File: src/design/amsc_pkg.sv
// shared types and constants of the accelerometer magnitude step counter
// no dependencies
`timescale 1ns / 1ps
`default_nettype none

package amsc_pkg;

  localparam int unsigned AccelW   = 13;
  localparam int unsigned MagW     = 13;
  localparam int unsigned TotW     = 32;
  localparam int unsigned ThrW     = 13;
  localparam int unsigned DistW    = 16;
  localparam int unsigned CfgIdxW  = 1;
  localparam int unsigned CfgDataW = 16;
  localparam int unsigned InDataW  = 40;
  localparam int unsigned OutDataW = 80;

  // request kinds carried in tuser
  localparam logic ReqSample   = 1'b0;
  localparam logic ReqEvaluate = 1'b1;

  // configuration register indexes
  localparam logic [CfgIdxW-1:0] CfgIdxThreshold = 1'b0;
  localparam logic [CfgIdxW-1:0] CfgIdxDistance  = 1'b1;

  typedef struct packed {
    logic                     is_eval;
    logic signed [AccelW-1:0] z;
    logic signed [AccelW-1:0] y;
    logic signed [AccelW-1:0] x;
  } amsc_req_t;

  typedef struct packed {
    logic [TotW-1:0] distance_total;
    logic [TotW-1:0] step_total;
    logic [MagW-1:0] magnitude;
    logic            step_detected;
  } amsc_res_t;

endpackage

`default_nettype wire

File: src/design/accel_magnitude_step_counter_unit.sv
// top level of the accelerometer magnitude step counter: stream ports and settings
// depends on amsc_pkg, amsc_front, amsc_back
//
// Each input beat either stores one x,y,z reading into the averaging windows
// (tuser 0) or evaluates the averaged magnitude and step detection (tuser 1),
// and every beat gives exactly one output beat. In the back end a sample is a
// window write; an evaluation past warm-up runs a mean, square and accumulate
// pass for each of the three axes and then the bit-per-cycle square root,
// while a warm-up evaluation goes straight to the result. A two-entry
// queue in front and an output register let input and output stall on their own.
`timescale 1ns / 1ps
`default_nettype none

module accel_magnitude_step_counter_unit import amsc_pkg::*; #(
  parameter int unsigned WINDOW_DEPTH = 8,
  parameter int unsigned WARMUP_EVALS = 12
) (
  input  wire logic                clk_i,
  input  wire logic                rst_ni,
  input  wire logic                s_axis_tvalid,
  output logic                     s_axis_tready,
  // accel_x, accel_y, accel_z, zero pad
  input  wire logic [InDataW-1:0]  s_axis_tdata,
  // req_type
  input  wire logic                s_axis_tuser,
  output logic                     m_axis_tvalid,
  input  wire logic                m_axis_tready,
  // step_detected, magnitude, step_total, distance_total, zero pad
  output logic [OutDataW-1:0]      m_axis_tdata,
  input  wire logic                cfg_valid_i,
  output logic                     cfg_ready_o,
  input  wire logic [CfgIdxW-1:0]  cfg_index_i,
  input  wire logic [CfgDataW-1:0] cfg_data_i
);

  logic [ThrW-1:0]  thr_q;
  logic [DistW-1:0] dist_q;
  logic             req_valid;
  amsc_req_t        req;
  logic             req_ready;
  amsc_res_t        res;

  assign cfg_ready_o = 1'b1;

  always_ff @(posedge clk_i or negedge rst_ni) begin
    if (!rst_ni) begin
      thr_q  <= ThrW'(4);
      dist_q <= DistW'(75);
    end else if (cfg_valid_i && cfg_ready_o) begin
      unique case (cfg_index_i)
        CfgIdxThreshold: thr_q  <= cfg_data_i[ThrW-1:0];
        CfgIdxDistance:  dist_q <= cfg_data_i[DistW-1:0];
        default: ;
      endcase
    end
  end

  amsc_front u_front (
    .clk_i         (clk_i),
    .rst_ni        (rst_ni),
    .s_axis_tvalid (s_axis_tvalid),
    .s_axis_tready (s_axis_tready),
    .s_axis_tdata  (s_axis_tdata),
    .s_axis_tuser  (s_axis_tuser),
    .req_valid_o   (req_valid),
    .req_o         (req),
    .req_ready_i   (req_ready)
  );

  amsc_back #(
    .WINDOW_DEPTH (WINDOW_DEPTH),
    .WARMUP_EVALS (WARMUP_EVALS)
  ) u_back (
    .clk_i       (clk_i),
    .rst_ni      (rst_ni),
    .req_valid_i (req_valid),
    .req_i       (req),
    .req_ready_o (req_ready),
    .thr_i       (thr_q),
    .dist_i      (dist_q),
    .res_valid_o (m_axis_tvalid),
    .res_o       (res),
    .res_ready_i (m_axis_tready)
  );

  assign m_axis_tdata = OutDataW'(res);

endmodule

`default_nettype wire

File: src/design/amsc_front.sv
// input side: takes beats, decodes the request kind and queues up to two requests
// depends on amsc_pkg
`timescale 1ns / 1ps
`default_nettype none

module amsc_front import amsc_pkg::*; (
  input  wire logic               clk_i,
  input  wire logic               rst_ni,
  input  wire logic               s_axis_tvalid,
  output logic                    s_axis_tready,
  input  wire logic [InDataW-1:0] s_axis_tdata,
  input  wire logic               s_axis_tuser,
  output logic                    req_valid_o,
  output amsc_req_t               req_o,
  input  wire logic               req_ready_i
);

  amsc_req_t  queue_q [2];
  logic       wr_ptr_q;
  logic       rd_ptr_q;
  logic [1:0] cnt_q;
  logic       push;
  logic       pop;
  amsc_req_t  dec;

  always_comb begin
    dec.is_eval = (s_axis_tuser == ReqEvaluate);
    dec.x       = s_axis_tdata[AccelW-1:0];
    dec.y       = s_axis_tdata[2*AccelW-1:AccelW];
    dec.z       = s_axis_tdata[3*AccelW-1:2*AccelW];
  end

  assign s_axis_tready = (cnt_q != 2'd2);
  assign req_valid_o   = (cnt_q != 2'd0);
  assign req_o         = queue_q[rd_ptr_q];
  assign push          = s_axis_tvalid && s_axis_tready;
  assign pop           = req_valid_o && req_ready_i;

  always_ff @(posedge clk_i) begin
    if (push) begin
      queue_q[wr_ptr_q] <= dec;
    end
  end

  always_ff @(posedge clk_i or negedge rst_ni) begin
    if (!rst_ni) begin
      wr_ptr_q <= 1'b0;
      rd_ptr_q <= 1'b0;
      cnt_q    <= 2'd0;
    end else begin
      if (push) wr_ptr_q <= ~wr_ptr_q;
      if (pop)  rd_ptr_q <= ~rd_ptr_q;
      if (push && !pop)      cnt_q <= cnt_q + 2'd1;
      else if (pop && !push) cnt_q <= cnt_q - 2'd1;
    end
  end

endmodule

`default_nettype wire

File: src/design/amsc_back.sv
// execution side: sample windows, running sums, means, square root and step totals
// depends on amsc_pkg
`timescale 1ns / 1ps
`default_nettype none

module amsc_back import amsc_pkg::*; #(
  parameter int unsigned WINDOW_DEPTH = 8,
  parameter int unsigned WARMUP_EVALS = 12
) (
  input  wire logic             clk_i,
  input  wire logic             rst_ni,
  input  wire logic             req_valid_i,
  input  amsc_req_t             req_i,
  output logic                  req_ready_o,
  input  wire logic [ThrW-1:0]  thr_i,
  input  wire logic [DistW-1:0] dist_i,
  output logic                  res_valid_o,
  output amsc_res_t             res_o,
  input  wire logic             res_ready_i
);

  localparam int unsigned DivL     = $clog2(WINDOW_DEPTH);
  localparam int unsigned SumW     = AccelW + DivL;
  localparam int unsigned DivShift = SumW + DivL;
  localparam int unsigned DivMulW  = SumW + 1;
  localparam int unsigned ProdW    = SumW + DivMulW;
  localparam logic [DivMulW-1:0] DivMul =
    DivMulW'(((64'd1 << DivShift) + 64'(WINDOW_DEPTH) - 64'd1) / 64'(WINDOW_DEPTH));
  localparam int unsigned AddrW    = (WINDOW_DEPTH > 1) ? $clog2(WINDOW_DEPTH) : 1;
  localparam logic [AddrW-1:0] LastAddr = AddrW'(WINDOW_DEPTH - 1);
  localparam int unsigned WarmW    = $clog2(WARMUP_EVALS + 2);
  localparam logic [WarmW-1:0] WarmDone = WarmW'(WARMUP_EVALS + 1);
  localparam int unsigned SqW      = 2 * AccelW - 1;
  localparam int unsigned SsW      = SqW + 1;

  localparam logic [2:0] StIdle = 3'd0;
  localparam logic [2:0] StWr   = 3'd1;
  localparam logic [2:0] StMul  = 3'd2;
  localparam logic [2:0] StSq   = 3'd3;
  localparam logic [2:0] StAcc  = 3'd4;
  localparam logic [2:0] StRoot = 3'd5;
  localparam logic [2:0] StFin  = 3'd6;

  logic [2:0]               st_q;
  amsc_req_t                cur_q;
  logic [3*AccelW-1:0]      win_mem [WINDOW_DEPTH];
  logic [3*AccelW-1:0]      rd_q;
  logic [AddrW-1:0]         wp_q;
  logic                     wrapped_q;
  logic signed [SumW-1:0]   sum_q [3];
  logic signed [SumW-1:0]   sum_d [3];
  logic signed [AccelW-1:0] new_v [3];
  logic signed [AccelW-1:0] old_v [3];
  logic [1:0]               axis_q;
  logic [SumW-1:0]          abs_sum;
  logic [ProdW-1:0]         prod_q;
  logic [MagW-1:0]          mean_mag;
  logic [SqW-1:0]           sq_q;
  logic [SsW-1:0]           ss_d;
  logic [SsW-1:0]           rem_q;
  logic [SsW-1:0]           rem_d;
  logic [SsW-1:0]           root_q;
  logic [SsW-1:0]           root_d;
  logic [SsW-1:0]           bit_q;
  logic [SsW-1:0]           trial;
  logic [WarmW-1:0]         warm_q;
  logic [MagW-1:0]          mag_q;
  logic [MagW-1:0]          prev_q;
  logic [TotW-1:0]          steps_q;
  logic [TotW-1:0]          dist_q;
  logic                     detect;
  logic                     out_free;
  logic                     take;
  logic                     do_wr;
  logic                     do_fin;

  assign out_free    = !res_valid_o || res_ready_i;
  assign req_ready_o = (st_q == StIdle);
  assign take        = req_valid_i && req_ready_o;
  assign do_wr       = (st_q == StWr) && out_free;
  assign do_fin      = (st_q == StFin) && out_free;

  // window update, unwritten slots read as zero until the first wrap
  always_comb begin
    new_v[0] = cur_q.x;
    new_v[1] = cur_q.y;
    new_v[2] = cur_q.z;
    old_v[0] = wrapped_q ? rd_q[AccelW-1:0]          : '0;
    old_v[1] = wrapped_q ? rd_q[2*AccelW-1:AccelW]   : '0;
    old_v[2] = wrapped_q ? rd_q[3*AccelW-1:2*AccelW] : '0;
    for (int i = 0; i < 3; i++) begin
      sum_d[i] = sum_q[i] + SumW'(new_v[i]) - SumW'(old_v[i]);
    end
  end

  // mean by reciprocal multiply on the magnitude of the sum
  assign abs_sum  = sum_q[axis_q][SumW-1] ? SumW'(-sum_q[axis_q]) : SumW'(sum_q[axis_q]);
  assign mean_mag = prod_q[DivShift +: MagW];
  assign ss_d     = rem_q + SsW'(sq_q);

  // one bit of the square root per cycle
  always_comb begin
    trial = root_q + bit_q;
    if (rem_q >= trial) begin
      rem_d  = rem_q - trial;
      root_d = (root_q >> 1) + bit_q;
    end else begin
      rem_d  = rem_q;
      root_d = root_q >> 1;
    end
  end

  assign detect = (MagW+1)'(mag_q) > ((MagW+1)'(prev_q) + (MagW+1)'(thr_i));

  always_ff @(posedge clk_i) begin
    if (take) begin
      rd_q  <= win_mem[wp_q];
      cur_q <= req_i;
    end
    if (do_wr) begin
      win_mem[wp_q] <= {cur_q.z, cur_q.y, cur_q.x};
    end
    if (st_q == StMul) prod_q <= ProdW'(abs_sum) * ProdW'(DivMul);
    if (st_q == StSq)  sq_q   <= SqW'(mean_mag) * SqW'(mean_mag);
  end

  always_ff @(posedge clk_i or negedge rst_ni) begin
    if (!rst_ni) begin
      st_q        <= StIdle;
      wp_q        <= '0;
      wrapped_q   <= 1'b0;
      sum_q       <= '{default: '0};
      axis_q      <= 2'd0;
      rem_q       <= '0;
      root_q      <= '0;
      bit_q       <= '0;
      warm_q      <= '0;
      mag_q       <= '0;
      prev_q      <= '0;
      steps_q     <= '0;
      dist_q      <= '0;
      res_valid_o <= 1'b0;
    end else begin
      res_valid_o <= do_wr || do_fin || (res_valid_o && !res_ready_i);
      unique case (st_q)
        StIdle: begin
          if (take) begin
            if (!req_i.is_eval) begin
              st_q <= StWr;
            end else if (warm_q != WarmDone) begin
              warm_q <= warm_q + WarmW'(1);
              mag_q  <= '0;
              st_q   <= StFin;
            end else begin
              axis_q <= 2'd0;
              rem_q  <= '0;
              st_q   <= StMul;
            end
          end
        end
        StWr: begin
          if (do_wr) begin
            sum_q       <= sum_d;
            wp_q        <= (wp_q == LastAddr) ? '0 : wp_q + AddrW'(1);
            if (wp_q == LastAddr) wrapped_q <= 1'b1;
            st_q        <= StIdle;
          end
        end
        StMul: st_q <= StSq;
        StSq:  st_q <= StAcc;
        StAcc: begin
          rem_q <= ss_d;
          if (axis_q == 2'd2) begin
            root_q <= '0;
            bit_q  <= SsW'(1) << (SsW - 2);
            st_q   <= StRoot;
          end else begin
            axis_q <= axis_q + 2'd1;
            st_q   <= StMul;
          end
        end
        StRoot: begin
          rem_q  <= rem_d;
          root_q <= root_d;
          bit_q  <= bit_q >> 2;
          if (bit_q[0]) begin
            mag_q <= root_d[MagW-1:0];
            st_q  <= StFin;
          end
        end
        StFin: begin
          if (do_fin) begin
            if (detect) begin
              steps_q <= steps_q + TotW'(1);
              dist_q  <= dist_q + TotW'(dist_i);
            end
            prev_q      <= mag_q;
            st_q        <= StIdle;
          end
        end
        default: st_q <= StIdle;
      endcase
    end
  end

  always_ff @(posedge clk_i) begin
    if (do_wr) begin
      res_o.step_detected  <= 1'b0;
      res_o.magnitude      <= '0;
      res_o.step_total     <= steps_q;
      res_o.distance_total <= dist_q;
    end else if (do_fin) begin
      res_o.step_detected  <= detect;
      res_o.magnitude      <= mag_q;
      res_o.step_total     <= detect ? steps_q + TotW'(1) : steps_q;
      res_o.distance_total <= detect ? dist_q + TotW'(dist_i) : dist_q;
    end
  end

endmodule

`default_nettype wire
File: config.mk
export PLATFORM = sky130hd
export DESIGN_NAME = accel_magnitude_step_counter_unit
export DESIGN_NICKNAME = d
export VERILOG_FILES = /design/src/design/amsc_pkg.sv /design/src/design/accel_magnitude_step_counter_unit.sv /design/src/design/amsc_front.sv /design/src/design/amsc_back.sv
export SDC_FILE = /design/constraint.sdc
export NUM_CORES = 2
export LEC_CHECK = 0
export ABC_AREA = 1
export BUFFER_PORTS_ARGS = -buffer_cell sky130_fd_sc_hd__buf_2
export CAP_MARGIN = 0
export CORE_MARGIN = 4
export CORE_UTILIZATION = 30
export CTS_CLUSTER_SIZE = 16
export DETAILED_ROUTE_END_ITERATION = 12
export GPL_ROUTABILITY_DRIVEN = 0
export PLACE_DENSITY_LB_ADDON = 0.3
export SLEW_MARGIN = 20
export SYNTH_ARGS = -nofsm -noshare
export SYNTH_HDL_FRONTEND = slang
export SYNTH_SLANG_ARGS = --single-unit
File: constraint.sdc
create_clock -name clk_i -period 15.7 [get_ports clk_i]
set_input_delay 0.785 -clock clk_i [delete_from_list [all_inputs] [get_ports clk_i]]
set_output_delay 0.785 -clock clk_i [all_outputs]
set_load 0.1 [all_outputs]
==> results by group <==
Global route
  – Largest net degree at the start of global routing: 76
  – First-pass GRT wire length: 209 mm
  – Global routing's busiest layer: met2
  – Overall Global Routing Usage: 0.155
  – Initial antenna violation count: 7
  – Vias in the first global route: 36681
  – GRT overflow: 0
  – Met3 usage: 0.0214
  – Met2 GRT Util: 0.258
  – M1 GR Usage: 0.213

Finish
  – Fill cells: 16836
  – Commonest non-fill, non-tap cell in the layout: nand2_1
  – Most frequent cells in the layout: nand2_1, inv_1, edfxtp_1, nand3_1, dfrtp_1
  – Layout Area Growth over Synthesis: 12.6%
  – Design area: 55500 µm²
  – Ratio of cells with drive above 1 in the final layout: 0.0755
  – Nets: 6071

STA
  – Tightest Pin Transition: 1050 ps
  – Fmax: 185 MHz
  – Slew Limit Headroom: 0.301
  – Max Slew Vio Count: 0
  – Final period util: 0.345
  – Final hold vios: 0
  – Setup violators final: 0
  – Unrepaired setup endpoints after global routing: false
  – Clock Skews: 70.0 ps
  – PnR worst setup slack: 10280 ps
  – Fin crit period: 5420 ps
  – Setup TNS: 0 ps

Floorplan
  – Die width: 413 µm
  – Die height: 413 µm
  – Ports: 146
  – Die area: 171000 µm²
  – Initial Util: 0.302
  – Rows: 148
  – Core Box Area: 163000 µm²

Placed design
  – Cell Area, Placed: 52400 µm²
  – Dpl hpwl: 94.5 mm
  – Pre-CTS setup slack: 10280 ps
  – IO Port Bufs: 141

Route
  – Via density: 4.72
  – Vias: 37177
  – Final ANT Viol Nets: 0
  – Post-route DRC: 0
  – Routed WL: 133 mm
  – Initial DRT Pass Iterations: 6
  – Routed len/inst: 16.9 µm
  – DRT iter0 DRCs: 2917

Synth
  – Syn Area/Cell: 8.98 µm²
  – Post-Syn Instances: 5487
  – #FFs+latches synth: 835
  – Register area share after synthesis: 0.481
  – Prevailing post-synth register cell: edfxtp_1
  – Synthesis Warnings: 0
  – Count of different cell masters after synthesis: 60
  – Asr flop ratio synth: 0.299
  – Post-synth top area share: 0.348
  – Cell taking the most area after synthesis: edfxtp_1
  – Post-synth EDFFs: 571
  – Largest cells by area after synthesis: edfxtp_1, dfrtp_1, nand2_1
  – Area of the mapped netlist: 49300 µm²

CTS
  – Clock Latency Late Sink: 740 ps
  – H-tree Lvls: 3
  – Num Clock Sinks: 835
  – Clock-pin slew on the worst setup and hold paths: 60 ps
  – Clock root cell: clkbuf_16
  – TritonCTS clock tree: done
  – CTS max path bufs: 3
  – CTS Buf Count: 90

Critical path
  – CP Data Arrival Time: 5840 ps
  – Buf/Inv on CP: 5
  – Worst-path cell chain: nand2_1, fa_1, inv_1, fa_1, inv_1, fa_1, inv_1, fa_1, inv_1, fa_1, inv_1, ha_1, nand2_1, nor2_1, nand2_1, o21ai_0, a21oi_1, xnor2_1
  – Critical Path RT: 16120 ps
  – Worst-path fanout max: 14
  – CP startpoint kind: register
  – CP max-delay cell: edfxtp_1
  – Crit path kind: register to register
  – Max incr delay on CP: 710 ps
  – Worst setup EP type: register
  – Largest delay contributor family on the critical path: adder cells

Flow run
  – MaxCap Viol Count: 0

Min path
  – Worst Hold Class: input port to register

Outcome
  – Status: finished clean
[worst register-to-register path, stage by stage (launching register included)]
cell      delay, ps
edfxtp_1        710
nand2_1         170
fa_1            600
inv_1            70
fa_1            500
inv_1            50
fa_1            520
inv_1            50
fa_1            470
inv_1            50
fa_1            470
inv_1            40
ha_1            360
nand2_1         140
nor2_1          160
nand2_1          60
o21ai_0         400
a21oi_1         160
xnor2_1         160
[cell families after synthesis]
| kind of cell | count (synthesis) | synth area share |
|---|---|---|
| flops | 835 | 0.481 |
| compound gates | 627 | 0.0759 |
| fa+ha+maj | 388 | 0.121 |
| mux | 42 | 0.00960 |
| buf+inv | 1021 | 0.0806 |
| xor+xnor | 166 | 0.0295 |
| other cells | 2 | 0.000152 |
| simple gates | 2406 | 0.203 |
[layer usage]
| layer | share of wire | wire, µm | up-vias |
|---|---|---|---|
| li1 | - | - | 18259 |
| met1 | 0.47 | 62100 | 17965 |
| met2 | 0.47 | 62100 | 793 |
| met3 | 0.043 | 5770 | 160 |
| met4 | 0.022 | 2960 | 0 |
| met5 | 0 | 0 | - |
[synthesized netlist by cell type, types with 3 or more instances]
cell,count
nor2_2,5
clkbuf_1,93
nand3_1,300
nor4_1,7
fa_1,145
o2bb2ai_1,3
buf_1,13
a21oi_1,191
a21o_1,16
a221oi_1,43
nand2_1,1627
dfstp_2,5
nor2_1,238
xor2_1,94
or2_2,16
o21ai_0,223
mux2_2,42
o31ai_1,6
buf_4,9
dfxtp_1,14
and2_1,4
inv_1,868
xnor2_1,72
nand4_1,111
a22oi_1,47
dfrtp_1,245
a21boi_0,6
nor3_1,61
a31oi_1,8
inv_2,10
nand2_2,6
o22ai_1,18
o21a_1,6
nand3b_1,18
nand2b_1,3
ha_1,243
o21bai_1,22
buf_2,16
a22o_1,25
buf_6,11
edfxtp_1,571
[flip-flops by register name, indices dropped and copies added (netlist names), 16 cells and up]
name / count
u_back.win_mem: 312
u_back.cur_q: 39
u_back.root_q: 26
u_front.queue_q: 80
dist_q: 16
u_back.res_o: 78
u_back.sq_q: 24
u_back.sum_q: 48
u_back.rd_q: 39
u_back.rem_q: 26
u_back.steps_q: 32
u_back.dist_q: 32
[path summary, 6_finish.rpt]
check,from,end,slack [ps],cells past startpoint
max,u_back.prod_q[25],u_back.sq_q[21],10280,18
min,s_axis_tdata[7],u_front.queue_q[1][7],240,1
max reg2reg,u_back.prod_q[25],u_back.sq_q[21],10280,18
min reg2reg,u_back.res_o[3],u_back.res_o[3],450,2
max in group asynchronous,rst_ni,u_back.root_q[22],13670,3
min in group asynchronous,rst_ni,u_back.dist_q[23],600,2
[layout make-up]
cell class,instances,area [µm²],area share
Clock buffer,105,2310,0.0416
Clock inverter,61,698,0.0126
Antenna cell,1,2.50,0.0000451
Tap cell,2175,2720,0.0491
Inverter,879,3300,0.0595
Multi-Input combinational cell,3632,21700,0.392
Sequential cell,835,23700,0.427
Timing Repair Buffer,182,1030,0.0185
[repair_timing]
item                                   in CTS  in global routing
buffers inserted                            0                  0
gates resized for setup                     0                  0
hold buffers                                1                  0
endpoints found under the hold margin      30                  0
[metrics by stage]
step | utilization | instances | hold slack (ps)
6_report | 0.340 | 7870 | 237
5_1_grt | 0.340 | 7869 | 189
4_1_cts | 0.340 | 7869 | 168
3_5_place_dp | 0.322 | 7702 | 433
3_3_place_gp | 0.322 | 7702 | 433
2_1_floorplan | - | 5488 | 446
Power is not shown: default switching activity piles up to over one toggle a cycle in this logic, so the estimate is an artifact.
